## src/hw/rtl/cct_pkg.sv

```systemverilog
`timescale 1ns / 1ps
package cct_pkg;

    localparam int TABLE_DEPTH_DEF = 65536;
    localparam int NW = 17;

    localparam logic [27:0] LINK_FREE  = 28'h0000000;
    localparam logic [27:0] LINK_FIRST = 28'h0000002;
    localparam logic [27:0] LINK_LAST  = 28'hFFFFFEF;
    localparam logic [27:0] LINK_END   = 28'hFFFFFF8;

    localparam logic [1:0] CFG_BPS = 2'd0;
    localparam logic [1:0] CFG_SPC = 2'd1;
    localparam logic [1:0] CFG_TE  = 2'd2;

    localparam logic [1:0] ST_OK    = 2'd0;
    localparam logic [1:0] ST_RANGE = 2'd1;
    localparam logic [1:0] ST_LIMIT = 2'd2;

    typedef enum logic [3:0] {
        CMD_GET    = 4'd0,
        CMD_SET    = 4'd1,
        CMD_ALLOC  = 4'd2,
        CMD_FREE   = 4'd3,
        CMD_RESIZE = 4'd4,
        CMD_DETACH = 4'd5,
        CMD_FINDB  = 4'd6,
        CMD_LAST   = 4'd7,
        CMD_PREV   = 4'd8,
        CMD_COUNT  = 4'd9
    } cmd_t;

    typedef enum logic [15:0] {
        S_CLEAR   = 16'h0001,
        S_IDLE    = 16'h0002,
        S_DISP    = 16'h0004,
        S_RW_EV   = 16'h0008,
        S_DT_EV   = 16'h0010,
        S_SC_CHK  = 16'h0020,
        S_SC_EV   = 16'h0040,
        S_GR_CHK  = 16'h0080,
        S_GR_EV   = 16'h0100,
        S_GR_LINK = 16'h0200,
        S_TL_EV   = 16'h0400,
        S_WK_CHK  = 16'h0800,
        S_WK_EV   = 16'h1000,
        S_DT_FREE = 16'h2000,
        S_TL_END  = 16'h4000,
        S_DONE    = 16'h8000
    } state_t;

    typedef struct packed {
        logic [3:0]  command;
        logic [27:0] cluster;
        logic [27:0] other_cluster;
        logic [31:0] byte_count;
    } item_t;

    typedef struct packed {
        logic [27:0] result_cluster;
        logic [16:0] used_count;
        logic [1:0]  status;
    } result_t;

    typedef struct packed {
        state_t state;
        logic   accept;
        logic   grow;
    } ctl_t;

    typedef struct packed {
        cmd_t cmd;
        logic c_ge_n;
        logic c_bad;
        logic c_zero;
        logic c_eq_oc;
        logic nb_zero;
        logic idx_ge_n;
        logic rd_zero;
        logic rd_link;
        logic rd_ge_n;
        logic i_eq_k;
        logic steps_ge_n;
        logic wk_go;
        logic wk_err;
        logic clr_last;
    } sts_t;

endpackage

```

## src/hw/rtl/cct_ctrl.sv

```systemverilog
`timescale 1ns / 1ps
module cct_ctrl (
    input  logic          clk,
    input  logic          rst_n,
    input  logic          start,
    input  cct_pkg::sts_t sts,
    output cct_pkg::ctl_t ctl,
    output logic          busy,
    output logic          done
);

    cct_pkg::state_t state_reg, state_next;
    logic            grow_reg, grow_next;
    logic            accept;

    assign accept = start && (state_reg == cct_pkg::S_IDLE);
    assign busy   = (state_reg != cct_pkg::S_IDLE);
    assign done   = (state_reg == cct_pkg::S_DONE);

    assign ctl.state  = state_reg;
    assign ctl.accept = accept;
    assign ctl.grow   = grow_reg;

    always_comb
    begin
        state_next = state_reg;
        grow_next  = grow_reg;
        case (state_reg)
            cct_pkg::S_CLEAR:
            begin
                if (sts.clr_last)
                    state_next = cct_pkg::S_IDLE;
            end
            cct_pkg::S_IDLE:
            begin
                if (accept)
                begin
                    state_next = cct_pkg::S_DISP;
                    grow_next  = 1'b0;
                end
            end
            cct_pkg::S_DISP:
            begin
                case (sts.cmd)
                    cct_pkg::CMD_GET:
                        state_next = sts.c_ge_n ? cct_pkg::S_DONE : cct_pkg::S_RW_EV;
                    cct_pkg::CMD_ALLOC, cct_pkg::CMD_COUNT:
                        state_next = cct_pkg::S_SC_CHK;
                    cct_pkg::CMD_FREE, cct_pkg::CMD_LAST, cct_pkg::CMD_FINDB,
                    cct_pkg::CMD_PREV:
                        state_next = cct_pkg::S_WK_CHK;
                    cct_pkg::CMD_RESIZE:
                    begin
                        if (sts.nb_zero)
                            state_next = cct_pkg::S_WK_CHK;
                        else if (sts.c_zero)
                            state_next = cct_pkg::S_SC_CHK;
                        else if (sts.c_bad)
                            state_next = cct_pkg::S_DONE;
                        else
                            state_next = cct_pkg::S_GR_CHK;
                    end
                    cct_pkg::CMD_DETACH:
                        state_next = sts.c_ge_n ? cct_pkg::S_DONE : cct_pkg::S_DT_EV;
                    default:
                        state_next = cct_pkg::S_DONE;
                endcase
            end
            cct_pkg::S_RW_EV:
                state_next = cct_pkg::S_DONE;
            cct_pkg::S_DT_EV:
                state_next = sts.c_eq_oc ? cct_pkg::S_DONE : cct_pkg::S_WK_CHK;
            cct_pkg::S_SC_CHK:
                state_next = sts.idx_ge_n ? cct_pkg::S_DONE : cct_pkg::S_SC_EV;
            cct_pkg::S_SC_EV:
            begin
                if (sts.cmd == cct_pkg::CMD_COUNT || !sts.rd_zero)
                    state_next = cct_pkg::S_SC_CHK;
                else if (sts.cmd == cct_pkg::CMD_ALLOC)
                    state_next = cct_pkg::S_DONE;
                else
                    state_next = grow_reg ? cct_pkg::S_GR_LINK : cct_pkg::S_GR_CHK;
            end
            cct_pkg::S_GR_CHK:
            begin
                if (sts.i_eq_k)
                    state_next = cct_pkg::S_TL_EV;
                else if (sts.steps_ge_n)
                    state_next = cct_pkg::S_DONE;
                else
                    state_next = cct_pkg::S_GR_EV;
            end
            cct_pkg::S_GR_EV:
            begin
                if (!sts.rd_link)
                begin
                    state_next = cct_pkg::S_SC_CHK;
                    grow_next  = 1'b1;
                end
                else if (sts.rd_ge_n)
                    state_next = cct_pkg::S_DONE;
                else
                    state_next = cct_pkg::S_GR_CHK;
            end
            cct_pkg::S_GR_LINK:
                state_next = cct_pkg::S_GR_CHK;
            cct_pkg::S_TL_EV:
                state_next = sts.rd_link ? cct_pkg::S_WK_CHK : cct_pkg::S_DONE;
            cct_pkg::S_WK_CHK:
            begin
                if (sts.wk_go)
                    state_next = cct_pkg::S_WK_EV;
                else if (sts.cmd == cct_pkg::CMD_DETACH)
                    state_next = sts.wk_err ? cct_pkg::S_DONE : cct_pkg::S_DT_FREE;
                else if (sts.cmd == cct_pkg::CMD_RESIZE && !sts.nb_zero)
                    state_next = cct_pkg::S_TL_END;
                else
                    state_next = cct_pkg::S_DONE;
            end
            cct_pkg::S_WK_EV:
                state_next = cct_pkg::S_WK_CHK;
            cct_pkg::S_DT_FREE, cct_pkg::S_TL_END:
                state_next = cct_pkg::S_DONE;
            cct_pkg::S_DONE:
                state_next = cct_pkg::S_IDLE;
            default:
                state_next = cct_pkg::S_IDLE;
        endcase
    end

    always_ff @(posedge clk or negedge rst_n)
    begin
        if (!rst_n)
        begin
            state_reg <= cct_pkg::S_CLEAR;
            grow_reg  <= 1'b0;
        end
        else
        begin
            state_reg <= state_next;
            grow_reg  <= grow_next;
        end
    end

endmodule

```

## config.mk

```make
export PLATFORM = sky130hd
export DESIGN_NAME = cct_ctrl
export DESIGN_NICKNAME = d
export VERILOG_FILES = /design/src/hw/rtl/cct_pkg.sv /design/src/hw/rtl/cct_ctrl.sv
export SDC_FILE = /design/constraint.sdc
export NUM_CORES = 1
export LEC_CHECK = 0
export ABC_CLOCK_PERIOD_IN_PS = 2700
export BUFFER_PORTS_ARGS = -buffer_cell sky130_fd_sc_hd__buf_2
export CAP_MARGIN = 10
export CORE_MARGIN = 3
export CORE_UTILIZATION = 50
export DETAILED_ROUTE_END_ITERATION = 12
export PLACE_DENSITY_LB_ADDON = 0.3
export SKIP_CTS_REPAIR_TIMING = 1
export SLEW_MARGIN = 20
export SYNTH_ARGS = -nofsm -noshare
export SYNTH_HDL_FRONTEND = slang
export SYNTH_SLANG_ARGS = --single-unit
```

## constraint.sdc

```tcl
create_clock -name clk -period 2.7 [get_ports clk]
set_input_delay 0.135 -clock clk [delete_from_list [all_inputs] [get_ports clk]]
set_output_delay 0.135 -clock clk [all_outputs]
set_load 0.05 [all_outputs]
```

Yosys cells after proc, flatten, opt, wreduce, memory -nomap -nowiden
Cells that the tools add are included.
- register bits after elaboration: 17
- input bits: 21
- output and inout port bits: 20
- word-level logic and storage cells: 68
- equal/unequal tests: 28
- muxes and demuxes: 26
- reductions and logical operators: 12
- operators with widths (operator ; number):
    $mux 16 ; 20
    $pmux 16 s13 ; 1
    $pmux 16 s5 ; 1
    $eq 16x1->1 const B ; 1
    $eq 16x10->1 const B ; 1
    $eq 16x11->1 const B ; 1
    $eq 16x12->1 const B ; 1
    $eq 16x13->1 const B ; 1
    $eq 16x14->1 const B ; 1
    $eq 16x15->1 const B ; 1
    $eq 16x16->1 const B ; 1
    $eq 16x2->1 const B ; 1
    $eq 16x3->1 const B ; 1
    $eq 16x4->1 const B ; 1
    $eq 16x5->1 const B ; 1
    $eq 16x6->1 const B ; 1
    $eq 16x7->1 const B ; 1
    $eq 16x8->1 const B ; 1
    $eq 16x9->1 const B ; 1
    $eq 4x3->1 const B ; 4
    $ne 16x2->1 const B ; 1
    $mux 10 ; 1
    $eq 4x2->1 const B ; 2
    $eq 4x4->1 const B ; 2
    13 further kinds ; 18

Logic depth before layout (Yosys ltp)
- depth after elaboration: 6
- gate-level depth with buffers: 6
- mapped depth without buffers: 5

Worst setup path before layout
OpenSTA, ideal clock, no wires.
- path type: reg2out
- start: register state_reg[11]
- end: output port ctl[1] (netlist bit)
- arrival time: 2.211 ns
- data required time: 2.565 ns
- slack: 0.354 ns
- stages on the path, launching flop included: 7
- path buffers: 2
- path through: dfrtp_1 -> buf_4 -> nor4_2 -> nand4_1 -> or2_2 -> nor2_1 -> buf_4
- cells in the longest elaborated chain, start to end: 2
- ends and longest elaborated chain (what ; line ; RTL):
    from (decl) ; cct_ctrl.sv:12 ; cct_pkg::state_t state_reg, state_next;
    from (signal assigned) ; cct_ctrl.sv:135 ; state_reg <= cct_pkg::S_CLEAR;
    from (signal assigned) ; cct_ctrl.sv:140 ; state_reg <= state_next;
    $eq 16x2->1 ; cct_ctrl.sv:16 ; assign accept = start && (state_reg == cct_pkg::S_IDLE);
    $logic_and 1x1->1 ; cct_ctrl.sv:16 ;
    to (decl) ; cct_ctrl.sv:7 ; output cct_pkg::ctl_t ctl,
No other way between the ends.

==> flow_summary.ini <==
[cells_and_area]
most-common-layout-cells = buf_2, nor2_1, dfrtp_1
largest_register_ff_count = 16
antenna-diode-count = 0
layout.filler_cells = 215
layout-area-overhead-vs-synth_pct = 18.77
final_common_cell = buf_2
final_layout_size_suffix_gt1_share_pct = 31.69
fin_nets = 205

[power_and_ir_drop]
leakage_nw = 0.6747
p_per_area_mw_per_mm2 = 591.1
power.ir.vdd_worst_uv = 569.5

[floorplan]
design.core.area_sq_mm = 0.002297
die_h_um = 56.20
fp-row-count = 17
start_util_pct = 54.85
pin_count = 41
die_area_sq_mm = 0.003158
dieWidth_um = 56.20

[placed_design]
gpl.final_weighted_congestion = 0.8773
dp.final_hpwl_um = 2631
number_of_buffer_cells_added_on_primary_ports = 40

[grt]
number_of_antenna_violations_at_the_first_check_in_global_routing = 0
grt_pass1_vias = 1201
overflow = 0
maximum_number_of_pins_on_one_net_before_global_route_repair = 18
grt_pass1_wl_um = 5202
global_route.usage.total_pct = 20.85

[worst_setup_path]
worst_ep_required_time_ns = 2.57
endpoint_kind = primary output
worst-path-max-fanout = 8
setup.worst_path.class = flip-flop to primary output
data_arrival_time_of_the_critical_path_ns = 2.39
worst_setup_path_start_kind = flip-flop

[clock_tree]
max_root_sink_buffers = 2
clock_latency_ns = 0.29
number_of_buffers_created_by_cts = 3
clk_pin_slew_worst_paths_ns = 0.10
ctsRootBufferMaster = clkbuf_4
htree_depth = 1
cts_tree = built
cts.sinks = 17

[synth]
synthFlopType = dfrtp_1
yosys_register_bits = 17
yosysSeqAreaShare_pct = 33.86
asyncSetResetFlopFracSynth_pct = 100.0
synthesis.area_per_instance_sq_um = 8.811
yosys_warnings = 0
synth_nets = 164
count_of_flip_flops_with_a_built_in_enable_after_synthesis = 0
synthDistinctLibCells = 47
synthesis.instances = 143
netlist_area_sq_mm = 0.001260

[detailed_routing]
vias_per_cell = 6.052
route.antenna.remaining_nets = 0
drc_errors = 0
route.detailed.wl_per_inst_um = 15.63
first_iter_violations = 47
first_pass_iters = 4
dr_total_vias = 1277
finalWirelength_um = 3298

[timing]
worst_slew_pin_slew_ns = 0.5665
final.min_clock_period_ns = 2.520
timing.slew.headroom_pct = 61.92
achievable-frequency_ghz = 0.3968
final.hold.worst_slack_ns = 0.01356
final.setup_skew_ns = 0.002006
final_min_period_over_clock_period_pct = 93.34
final_tns_setup_ns = 0
grt_setup_unrepaired = false
final_setup_violation_count = 0
finalMaxSlewViolations = 0
finalHoldViolCount = 0

[run]
max_cap_viol_count = 0

[hold_path]
min-delay-path-class = input pin to flip-flop

[outcome]
status = finished, final reports clean
layout make-up:
type / count / area [sq um] / share of cell area, %
clock buffers: 4 / 26.28 / 1.756
inverters: 5 / 18.77 / 1.254
multi-input cells: 115 / 772.0 / 51.59
flip-flops and latches: 17 / 426.7 / 28.51
well taps: 28 / 35.03 / 2.341
repair buffers: 42 / 217.7 / 14.55
final timing paths:
path	startpoint	to	slack, ns	depth (start not counted)
max	state_reg[9]	ctl[1]	0.18	5
min	sts[3]	state_reg[8]	0.01	2
max reg2reg	state_reg[5]	state_reg[13]	0.43	5
min reg2reg	state_reg[0]	state_reg[0]	0.55	2
max in group asynchronous	rst_n	state_reg[0]	2.09	2
min in group asynchronous	rst_n	state_reg[15]	0.30	2
synthesized netlist by cell type (2+ instances only):
library cell / count / area, sq um
nor2_1: 17 / 63.81
dfrtp_1: 16 / 400.4
nand2_1: 10 / 37.54
a21oi_1: 8 / 40.04
nor4b_1: 7 / 61.31
nand2b_1: 6 / 37.54
nand4_1: 6 / 37.54
or3_1: 6 / 37.54
inv_1: 5 / 18.77
nand3b_1: 4 / 30.03
nor2b_1: 4 / 25.02
nor3_1: 4 / 20.02
nor4_1: 4 / 25.02
o21ai_0: 4 / 20.02
buf_4: 3 / 22.52
nor4_4: 3 / 63.81
o22ai_1: 3 / 18.77
nor3b_1: 2 / 15.01
o2111ai_1: 2 / 17.52
xor2_1: 2 / 17.52
per-stage QoR:
stage | setup WS [ns] | util (%) | instances | total power, mW | cell area, sq um
finish | 0.1799 | 65.14 | 211 | 0.8845 | 1496
global route | 0.02223 | 65.14 | 211 | 0.9357 | 1496
CTS | 0.2037 | 64.71 | 210 | 0.8848 | 1486
detailed placement | 0.4525 | 63.56 | 206 | 0.7493 | 1460
global placement | 0.5397 | 63.56 | 206 | 0.7344 | 1460
floorplan | 0.3538 | - | 143 | 0.6379 | 1260
worst max-delay path: stages (launching register included):
cell	delay (ns)
dfrtp_1	0.48
nor4_2	0.56
nand4_1	0.24
or2_2	0.36
nor2_1	0.16
buf_2	0.29
layer usage:
metal / vias up / routed length, um / global-route usage (%)
met5: - / 0 / 0
met1: 616 / 1374 / 25.14
met4: 0 / 14 / 6.102
met3: 2 / 154 / 2.784
met2: 37 / 1754 / 38.06
li1: 622 / - / -
cells by family after synthesis:
family / count (synthesis) / synth area share [%]
muxes: 1 / 0.7945
DFF: 17 / 33.86
AOI/OAI and AO/OA: 25 / 13.01
and+or+nand+nor: 86 / 45.38
buffers and inverters: 11 / 4.865
xor gates and xnor gates: 3 / 2.086
where the power goes:
part / switching [mW] / internal [mW] / leakage, nW
registers: 0.0342 / 0.273 / 0.230
logic: 0.301 / 0.139 / 0.430
clock network: 0.0800 / 0.0574 / 0.0150
(Power assumes the default switching activity.)
